## src/hdl/rdq_pkg.sv

```systemverilog
`default_nettype none
package rdq_pkg;

  // Request codes carried in the action field.
  localparam logic [1:0] ACT_READ   = 2'd0;
  localparam logic [1:0] ACT_WRITE  = 2'd1;
  localparam logic [1:0] ACT_INSERT = 2'd2;
  localparam logic [1:0] ACT_ERASE  = 2'd3;

  // Result status codes.
  localparam logic [1:0] STAT_OK    = 2'd0;
  localparam logic [1:0] STAT_RANGE = 2'd1;
  localparam logic [1:0] STAT_FULL  = 2'd2;

  // Field widths on the stream channels.
  localparam int ACT_W  = 2;
  localparam int POS_W  = 11;
  localparam int VAL_W  = 32;
  localparam int STAT_W = 2;
  localparam int CNT_W  = 11;

  // Field placement inside tdata, lowest bit first.
  localparam int IN_ACT_LSB   = 0;
  localparam int IN_POS_LSB   = IN_ACT_LSB + ACT_W;
  localparam int IN_VAL_LSB   = IN_POS_LSB + POS_W;
  localparam int IN_TDATA_W   = 48;
  localparam int OUT_VAL_LSB  = 0;
  localparam int OUT_STAT_LSB = OUT_VAL_LSB + VAL_W;
  localparam int OUT_CNT_LSB  = OUT_STAT_LSB + STAT_W;
  localparam int OUT_TDATA_W  = 48;

  // Commands from the controller to the datapath.
  typedef struct packed {
    logic load;       // capture an accepted request
    logic decide;     // check the request and set up its work
    logic capture;    // take the store's read data as the result value
    logic step;       // one element move
    logic final_wr;   // write the inserted value
    logic erase_upd;  // shrink the deque after an erase
    logic emit;       // load the output register
  } cmd_t;

  // Status from the datapath to the controller.
  typedef struct packed {
    logic [ACT_W-1:0] act;
    logic             err;
    logic             busy;
    logic             out_free;
  } stat_t;

endpackage
`default_nettype wire

```

## src/hdl/rdq_ctrl.sv

```systemverilog
`default_nettype none
module rdq_ctrl (
  input  logic           clk,
  input  logic           rst_n,
  input  logic           in_tvalid,
  output logic           in_tready,
  input  rdq_pkg::stat_t stat,
  output rdq_pkg::cmd_t  cmd
);

  import rdq_pkg::*;

  localparam logic [2:0] S_IDLE   = 3'd0;
  localparam logic [2:0] S_DECIDE = 3'd1;
  localparam logic [2:0] S_RDWAIT = 3'd2;
  localparam logic [2:0] S_MOVE   = 3'd3;
  localparam logic [2:0] S_FINAL  = 3'd4;
  localparam logic [2:0] S_ERUPD  = 3'd5;
  localparam logic [2:0] S_DONE   = 3'd6;

  logic [2:0] state_r;
  logic [2:0] state_nxt;

  always_comb begin
    state_nxt = state_r;
    cmd       = '0;
    in_tready = 1'b0;
    unique case (state_r)
      S_IDLE: begin
        in_tready = 1'b1;
        if (in_tvalid) begin
          cmd.load  = 1'b1;
          state_nxt = S_DECIDE;
        end
      end
      S_DECIDE: begin
        cmd.decide = 1'b1;
        if (stat.err) begin
          state_nxt = S_DONE;
        end else begin
          unique case (stat.act) inside
            ACT_READ, ACT_ERASE: state_nxt = S_RDWAIT;
            ACT_INSERT:          state_nxt = S_MOVE;
            default:             state_nxt = S_DONE;
          endcase
        end
      end
      S_RDWAIT: begin
        cmd.capture = 1'b1;
        state_nxt   = (stat.act == ACT_ERASE) ? S_MOVE : S_DONE;
      end
      S_MOVE: begin
        cmd.step = 1'b1;
        if (!stat.busy) begin
          state_nxt = (stat.act == ACT_INSERT) ? S_FINAL : S_ERUPD;
        end
      end
      S_FINAL: begin
        cmd.final_wr = 1'b1;
        state_nxt    = S_DONE;
      end
      S_ERUPD: begin
        cmd.erase_upd = 1'b1;
        state_nxt     = S_DONE;
      end
      S_DONE: begin
        if (stat.out_free) begin
          cmd.emit  = 1'b1;
          state_nxt = S_IDLE;
        end
      end
      default: state_nxt = S_IDLE;
    endcase
  end

  always_ff @(posedge clk) begin
    if (!rst_n) begin
      state_r <= S_IDLE;
    end else begin
      state_r <= state_nxt;
    end
  end

endmodule
`default_nettype wire

```

## config.mk

```make
export PLATFORM = sky130hd
export DESIGN_NAME = rdq_ctrl
export DESIGN_NICKNAME = d
export VERILOG_FILES = /design/src/hdl/rdq_pkg.sv /design/src/hdl/rdq_ctrl.sv
export SDC_FILE = /design/constraint.sdc
export NUM_CORES = 1
export LEC_CHECK = 0
export BUFFER_PORTS_ARGS = -buffer_cell sky130_fd_sc_hd__buf_2
export CAP_MARGIN = 10
export CORE_AREA = 2 2 39 41
export DETAILED_ROUTE_END_ITERATION = 6
export DIE_AREA = 0 0 41 43
export PLACE_DENSITY_LB_ADDON = 0.2
export SYNTH_ARGS = -nofsm -noshare
export SYNTH_HDL_FRONTEND = slang
export SYNTH_SLANG_ARGS = --single-unit
export TNS_END_PERCENT = 20
```

## constraint.sdc

```tcl
create_clock -name clk -period 2.6 [get_ports clk]
set_input_delay 0.65 -clock clk [delete_from_list [all_inputs] [get_ports clk]]
set_output_delay 0.65 -clock clk [all_outputs]
set_load 0.01 [all_outputs]
```

==> metrics.txt, run 1 <==
outcome=finished, final reports clean; Hold Path Class=in -> reg; FILL cells=153; Synth Net Count=44; Syn Inst Count=36; mapped cell area=315 µm²; Final GP Congestion=0.687; remaining antenna violation count=0; PD cells=1000 nW/µm²; root buffer cell=clkbuf_4; Peak VDD IR=0.292 mV; max_cap viols=0; EDFF count, synth=0; vias in the first global route=298; antenna violations before repair=0; # port buffers=15; Setup violations, final=0; Setup TNS=0 ns; post-synthesis cell type count=26; Post CTS Setup Buffer Count=0; Final Hold Viols=0; CTS Sinks=3; CP max FO=14; initial core utilization=22.8%; initial DRC count=3; CP arrival=1.31 ns; GR Overflow Total=0; RSZ-0062 raised after global routing=no; WP data required=1.95 ns; Max Fclk=510 MHz; wire length per cell=10.5 µm; synth warn=0; Top Ports=16; Post-Layout Cell Count=68; GRT Util Overall=10.9%; final period utilization=75.4%; first-pass GRT wire length=1300 µm; placement row count=14; Slew headroom=62.3%; DRC violations left=0; post-synthesis register bit count=3; # hold bufs at CTS=0; CTS resizes=0; TritonRoute pass-1 iters=2; Tightest Pin Transition=0.565 ns; pin count of the biggest net entering global routing=15; ys async rst share=0%; startpoint types=flop; Area Overhead vs Synth=29.8%; syn avg cell area=8.76 µm²; post-detail-place hpwl=530 µm; commonest register cell after synthesis=dfxtp_1; CTS tree=yes; Clock Tree Buf Depth=2; routed vias/inst=4.69; Inst Count DP=64; fin crit period=1.96 ns; Setup Skew=0.00646 ns; CP Capture Type=output port; worst skew pair latency=0.24 ns; CTS buffer count=3; Vias=319; CORE AREA=1380 µm²; WS Path Type=reg -> out; final slew viol count=0; clk slew on worst S/H paths=0.04 ns; Top reg by flops=state_r; WL final=714 µm; r2r setup slk=1.30 ns; leakage power=0.181 nW; die width=41 µm; largest registers in the final layout=state_r x3; die footprint=1760 µm²; layout cells sized above 1=50.0%; final net count=61; Die Y=43 µm; Inserted Diodes=0; H-tree levels=1; Seq/Total Area, Yosys=19.0%; max FFs per register=3
report_power, final:
group | total, W | internal, W | switching (W)
Sequential | 0.000135 | 0.0000642 | 0.0000705
Combinational | 0.000189 | 0.000101 | 0.0000882
Clock | 0.0000865 | 0.0000578 | 0.0000287
Total | 0.000410 | 0.000223 | 0.000187
per-stage QoR:
stage                     total power [W]  util [%]  worst slack (ns)  area [µm²]  hold WS, ns
after floorplan                  0.000288         -              1.03         315        0.523
after global placement           0.000330      27.7             0.865         383        0.725
after detailed placement         0.000328      27.7             0.868         383        0.717
after CTS                        0.000417      29.6             0.633         409        0.673
after global routing             0.000452      29.6             0.498         409        0.691
final                            0.000410      29.6             0.638         409        0.676
cell families after synthesis:
kind of cell    Yosys count  synth area share, %
simple gates             17                 39.7
compound gates            9                 24.2
buf+inv                   6                 13.9
flops                     3                 19.0
mux                       1                 3.17
layer usage:
| metal | global-route usage [%] | wire length [µm] |
|---|---|---|
| met1 | 15.1 | 345 |
| met2 | 13.4 | 303 |
| met3 | 3.66 | 50 |
| met4 | 8.00 | 14 |
| met5 | 0 | 0 |
cells in the final DEF, fill, tap and decap left out, drive strengths merged, types with 2 or more instances in the layout:
cell type / synthesis / routed
o21ai: 4 / 4
dfxtp: 3 / 3
nor3b: 4 / 4
o311ai: 2 / 2
nor3: 4 / 4
nand2: 3 / 3
inv: 3 / 3
clkbuf: 0 / 4
buf: 3 / 15
worst max-delay path: stages (launching register included):
cell and delay [ns]:
dfxtp_1 0.67, nand2_1 0.17, nor2_1 0.11, buf_2 0.13
layout make-up:
class	instances	area [µm²]	area share, %
Timing Repair Buffer	15	75.1	18.3
Sequential cell	3	60.1	14.7
Clock buffer	4	26.3	6.42
Tap cell	16	20.0	4.89
Inverter	3	16.3	3.98
Multi-Input combinational cell	27	211	51.7
cells in the mapped netlist (2+ instances only):
library cell  number  area share [%]
buf_6              2             7.1
inv_1              2             2.4
o21ai_0            2             3.2
nor3_1             2             3.2
nor3b_1            3             7.1
nand2_1            3             3.6
dfxtp_1            3              19
final timing paths:
path / start / to / cells after the start
max: state_r[1] / cmd[3] / 3
min: rst_n / state_r[1] / 3
max reg2reg: state_r[1] / state_r[2] / 3
min reg2reg: state_r[0] / state_r[0] / 2
No activity file was read; power rests on OpenSTA's default activity.
==> run 2: changes to the inputs <==
--- a/config.mk
+++ b/config.mk
@@ -5,6 +5,7 @@
 export SDC_FILE = /design/constraint.sdc
 export NUM_CORES = 1
 export LEC_CHECK = 0
+export ABC_AREA = 1
 export BUFFER_PORTS_ARGS = -buffer_cell sky130_fd_sc_hd__buf_2
 export CAP_MARGIN = 10
 export CORE_AREA = 2 2 39 41
==> constraint.sdc (replaced) <==
create_clock -name clk -period 1.7 [get_ports clk]
set_input_delay 0.425 -clock clk [delete_from_list [all_inputs] [get_ports clk]]
set_output_delay 0.425 -clock clk [all_outputs]
set_load 0.01 [all_outputs]
==> run 2 against run 1 <==
Setup slack got worse by 0.49 ns. Die area did not move. Via count increased by 10%. Critical path depth up 1. Count of clock-buffer cells in the layout is the same. Synthesized cell count increased by 42%. Routed wire length is 4.2% higher. Sequential share of layout area rose by 0.88 points. Utilization down 1.1 points. Clock skew shrank 0.0064 ns. Worst hold slack worse by 0.23 ns. Register-to-register slack worse by 0.81 ns.
==> metrics.txt, run 2 <==
Area Overhead vs Synth=39.4%; # hold bufs at CTS=0 (unchanged); routed vias/inst=4.13 (-12%); CORE AREA=1380 µm² (unchanged); pre-CTS setup slack=0.292 ns (-0.576 ns); commonest register cell after synthesis=dfxtp_1; final instance area=394 µm² (-3.7%); antenna violations before repair=0 (unchanged); combinational share of power=56.4% (+10 points); cell with the most instances after synthesis=nand2_1; Top reg by flops=state_r; WP data required=1.27 ns (-0.68 ns); Inserted Diodes=0 (unchanged); Setup violations, final=0 (unchanged); Yosys top cell by area=dfxtp_1; Final Hold Viols=0 (unchanged); Setup TNS=0 ns (unchanged); vias in the first global route=292 (-2.0%); root buffer cell=clkbuf_4; synth warn=0 (unchanged); Post-Place Cell Area=367 µm² (-4.2%); Internal=0.000347 W (+56%); CTS resizes=0 (unchanged); Slew headroom=82.9% (+21 points); CP max FO=5 (-9); clk slew on worst S/H paths=0.04 ns (about the same); Die Y=43 µm (unchanged); Vias=351 (+10%); CP Buf/Inv Count=2 (+1); crit-path leading delay family=flip-flops; ys async rst share=0% (unchanged); post-detail-place hpwl=587 µm (+11%); die width=41 µm (unchanged); Post CTS Setup Buffer Count=0 (unchanged); crit-path cells=inv_1 -> nand2_2 -> nor3_1 -> buf_2; Final GP Congestion=0.767 (+12%); fin crit period=1.55 ns; CTS tree=yes; final period utilization=91.1%; Clock Tree Buf Depth=2 (unchanged); PD cells=1740 nW/µm² (+73%); GRT Util Overall=9.52% (-1.4 points); commonest non-fill, non-tap cell in the layout=buf_2; worst stage delay on the critical path=0.34 ns (-0.33 ns); startpoint types=flop; r2r setup slk=0.49 ns (-0.81 ns); pin count of the biggest net entering global routing=12 (-3); max FFs per register=3 (unchanged); CP Capture Type=output port; initial core utilization=20.4% (-2.4 points); top-area cell type share of the netlist area=21.2% (+2.2 points); Max Fclk=646 MHz; die footprint=1760 µm² (unchanged); Synth Net Count=59 (+34%); WL final=744 µm (+4.2%); slowest CP cell=dfxtp_1; max_cap viols=0 (unchanged); first-pass GRT wire length=1150 µm (-12%); CTS buffer count=3 (unchanged); remaining antenna violation count=0 (unchanged); top post-synthesis cells by area=dfxtp_1 21%, nand2_1 15%, inv_1 12%, nor2_1 12%, nand3_1 8.8%; TritonRoute pass-1 iters=3 (+1); Syn Inst Count=51 (+42%); GR Overflow Total=0 (unchanged); worst skew pair latency=0.23 ns (about the same); Final WS setup=0.152 ns (-0.487 ns); Tightest Pin Transition=0.257 ns (-0.309 ns); Clock power frac=18.0% (-3.1 points); syn avg cell area=5.54 µm² (-37%); largest registers in the final layout=state_r x3; switch share=49.3% (+3.7 points); H-tree levels=1 (unchanged); wire length per cell=8.75 µm (-17%); mapped cell area=283 µm² (-10%); most frequent cells in the layout=15 x buf_2, 11 x nand2_1, 9 x inv_1, 9 x nor2_1, 5 x nand3_1; Psw=0.000338 W (+80%); DRC violations left=0 (unchanged); Peak VDD IR=0.331 mV (+13%); final slew viol count=0 (unchanged); Setup Skew=0.0000774 ns (-0.00638 ns); leakage power=0.221 nW (+22%); CTS Sinks=3 (unchanged); CP arrival=1.12 ns (-0.19 ns); WS Path Type=reg -> out; top cells by count, synth=11 x nand2_1, 9 x inv_1, 9 x nor2_1, 5 x nand3_1, 4 x nor3_1; outcome=finished, final reports clean; Hold Path Class=in -> reg; layout cells sized above 1=31.9% (-18 points); initial DRC count=6 (+3); sequential share of power=25.6% (-7.2 points); post-synthesis cell type count=13 (-50%); Seq/Total Area, Yosys=21.2% (+2.2 points); placement row count=14 (unchanged); # port buffers=15 (unchanged); EDFF count, synth=0 (unchanged); RSZ-0062 raised after global routing=no; post-synthesis register bit count=3 (unchanged); final net count=78 (+28%); Top Ports=16 (unchanged)
-- run 2: cell count changes after synthesis, sizes merged, moves of 2 or more --
cell and delta:
o21ai -2, nand3 +4, nand2 +10, nor2 +9, nor3b -3, buf -2
inv +6, o311ai -2
-- run 2: cells by family after synthesis --
kind of cell | synth area share [%]
buffers and inverters | 15.9
DFF | 21.2
AOI/OAI and AO/OA | 9.29
and+or+nand+nor | 53.5
-- run 2: final cells by class --
class | instances | area [µm²]
multi-input combinational | 38 | 178
tap | 16 | 20.0
fill | 168 | 990
clock buffer | 4 | 26.3
timing repair buffer | 15 | 75.1
inverter | 9 | 33.8
sequential | 3 | 61.3
-- run 2: through the flow --
| step | power, W | hold WS (ns) | util [%] | instances |
|---|---|---|---|---|
| floorplan | 0.000459 | 0.557 | - | 51 |
| global placement | 0.000568 | 0.607 | 26.5 | 81 |
| detailed placement | 0.000568 | 0.647 | 26.5 | 81 |
| CTS | 0.000695 | 0.448 | 28.4 | 85 |
| global route | 0.000759 | 0.449 | 28.5 | 85 |
| finish | 0.000685 | 0.449 | 28.5 | 85 |
-- run 2: worst paths after layout --
kind,from,end,depth (start not counted)
min,rst_n,state_r[0],3
min reg2reg,state_r[1],state_r[1],1
max,state_r[2],cmd[6],4
max reg2reg,state_r[0],state_r[2],7
-- run 2: power by group through the flow --
stage	combinational, W	sequential, W	clock (W)
global placement	0.000395	0.000173	0
detailed placement	0.000393	0.000175	0
CTS	0.000395	0.000173	0.000127
finish	0.000387	0.000175	0.000124
floorplan	0.000319	0.000140	0
global route	0.000437	0.000185	0.000138
-- run 2: per-layer routing --
layer,vias to the layer above,track usage [%],routed length [µm]
met5,-,0,0
met4,0,4.00,0
met3,0,4.71,47
met1,145,11.2,354
met2,10,14.1,342
li1,196,-,-
-- run 2: tightest hold or removal path, stage by stage --
cell     delay (ns)
buf_2          0.11
inv_1          0.06
a21oi_1        0.04
==> run 3: changes to the inputs <==
--- a/config.mk
+++ b/config.mk
@@ -5,7 +5,6 @@
 export SDC_FILE = /design/constraint.sdc
 export NUM_CORES = 1
 export LEC_CHECK = 0
-export ABC_AREA = 1
 export BUFFER_PORTS_ARGS = -buffer_cell sky130_fd_sc_hd__buf_2
 export CAP_MARGIN = 10
 export CORE_AREA = 2 2 39 41
==> run 3 against run 2 <==
Critical path depth is 1 lower. Critical path type unchanged. First-iteration DRC count is 50% higher. Via count fell by 6.6%.
==> metrics.txt, run 3 (synthesis results as in run 1) <==
Area Overhead vs Synth=34.9%; root buffer cell=clkbuf_4; WL final=805 µm (+8.2%); vias in the first global route=296 (+1.4%); Top reg by flops=state_r; DRC violations left=0 (unchanged); r2r setup slk=0.39 ns (-0.10 ns); die footprint=1760 µm² (unchanged); Setup violations, final=0 (unchanged); initial DRC count=9 (+3); final slew viol count=0 (unchanged); startpoint types=flop; Final GP Congestion=0.701 (-8.6%); post-detail-place hpwl=594 µm (+1.2%); max FFs per register=3 (unchanged); Hold Slack=0.450 ns (+0.000336 ns); CTS Sinks=3 (unchanged); remaining antenna violation count=0 (unchanged); worst skew pair latency=0.24 ns (about the same); Final Hold Viols=0 (unchanged); Post CTS Setup Buffer Count=0 (unchanged); Crit. Startpoint=state_r[0]; final period utilization=94.0% (+2.9 points); outcome=finished, final reports clean; Die Y=43 µm (unchanged); Vias=328 (-6.6%); fin crit period=1.60 ns (+0.0497 ns); antenna violations before repair=0 (unchanged); Clock Tree Buf Depth=2 (unchanged); Inserted Diodes=0 (unchanged); H-tree levels=1 (unchanged); WP data required=1.27 ns (about the same); GR Overflow Total=0 (unchanged); WS Path Type=reg -> out; CP Capture Type=output port; Worst setup endpoint=cmd[3]; commonest non-fill, non-tap cell in the layout=buf_2; initial core utilization=22.8% (+2.4 points); TritonRoute pass-1 iters=3 (unchanged); PD cells=1560 nW/µm² (-10%); RSZ-0062 raised after global routing=no; leakage power=0.192 nW (-13%); CTS buffer count=3 (unchanged); largest registers in the final layout=state_r x3; final net count=63 (-19%); CTS tree=yes; Top Ports=16 (unchanged); reg2reg end=state_r[2]; Max Fclk=626 MHz (-3.1%); Hold Path Class=in -> reg; Worst Hold Depth=3 (unchanged); routed vias/inst=4.69 (+13%); die width=41 µm (unchanged); Worst R2R Path Depth=4 (-3); most frequent cells in the layout=15 x buf_2, 3 x nor3b_1, 3 x nand2_1, 3 x clkbuf_4; CP max FO=7 (+2); layout cells sized above 1=53.7% (+22 points); Setup TNS=0 ns (unchanged); CORE AREA=1380 µm² (unchanged); CP arrival=1.17 ns (+0.05 ns); R2R Path Start=state_r[0]; # port buffers=15 (unchanged); Setup Skew=0.0124 ns (+0.0124 ns); Peak VDD IR=0.573 mV (+73%); wire length per cell=11.5 µm (+31%); Tightest Pin Transition=0.376 ns (+0.119 ns); first-pass GRT wire length=1260 µm (+9.6%); max_cap viols=0 (unchanged); placement row count=14 (unchanged); Slew headroom=74.9% (-8.0 points); pin count of the biggest net entering global routing=13 (+1); GRT Util Overall=10.6% (+1.1 points); clk slew on worst S/H paths=0.05 ns (about the same)
-- run 3: layer usage --
layer | up-vias | wire length [µm] | track usage [%]
met3 | 0 | 72 | 5.24
met5 | - | 0 | 0
met2 | 15 | 382 | 14.4
met4 | 0 | 0 | 4.00
li1 | 168 | - | -
met1 | 145 | 350 | 14.1
-- run 3: how the worst min path moves through the flow --
stage | from | to | slack, ns
2_1_floorplan | state_r[1] | state_r[0] | 0.52
6_report | rst_n | state_r[1] | 0.45
3_5_place_dp | state_r[1] | state_r[1] | 0.65
5_1_grt | rst_n | state_r[1] | 0.44
3_3_place_gp | state_r[1] | state_r[1] | 0.63
4_1_cts | rst_n | state_r[1] | 0.44
-- run 3: power breakdown --
| group | internal, W | switching, W |
|---|---|---|
| Combinational | 0.000175 | 0.000169 |
| Sequential | 0.000100 | 0.0000832 |
| Clock | 0.0000887 | 0.0000478 |
| Total | 0.000364 | 0.000300 |
-- run 3: through the flow --
| step | cells | utilization, % | setup WS, ns | area (µm²) | total power, W |
|---|---|---|---|---|---|
| floorplan | 36 | - | 0.359 | 315 | 0.000440 |
| global placement | 66 | 28.8 | 0.285 | 398 | 0.000534 |
| detailed placement | 66 | 28.8 | 0.302 | 398 | 0.000531 |
| CTS | 70 | 30.7 | 0.0355 | 424 | 0.000670 |
| global route | 70 | 30.7 | 0.00840 | 425 | 0.000718 |
| finish | 70 | 30.7 | 0.102 | 425 | 0.000664 |
-- run 3: repair_timing --
action                     4_1_cts  5_1_grt
setup endpoints to repair        0        2
hold buffers                     0        0
resized for setup                0        1
-- run 3: final cells by class --
| cell class | instances | area, µm² |
|---|---|---|
| inverters | 3 | 16.3 |
| clock buffers | 4 | 26.3 |
| repair buffers | 17 | 90.1 |
| fillers | 154 | 958 |
| multi-input cells | 27 | 211 |
| well taps | 16 | 20.0 |
| flip-flops and latches | 3 | 61.3 |
-- run 3: worst max-delay path, stage by stage (launching register included) --
cell     delay, ns
dfxtp_1       0.54
nand2_1       0.15
nor2_1        0.11
buf_2         0.13
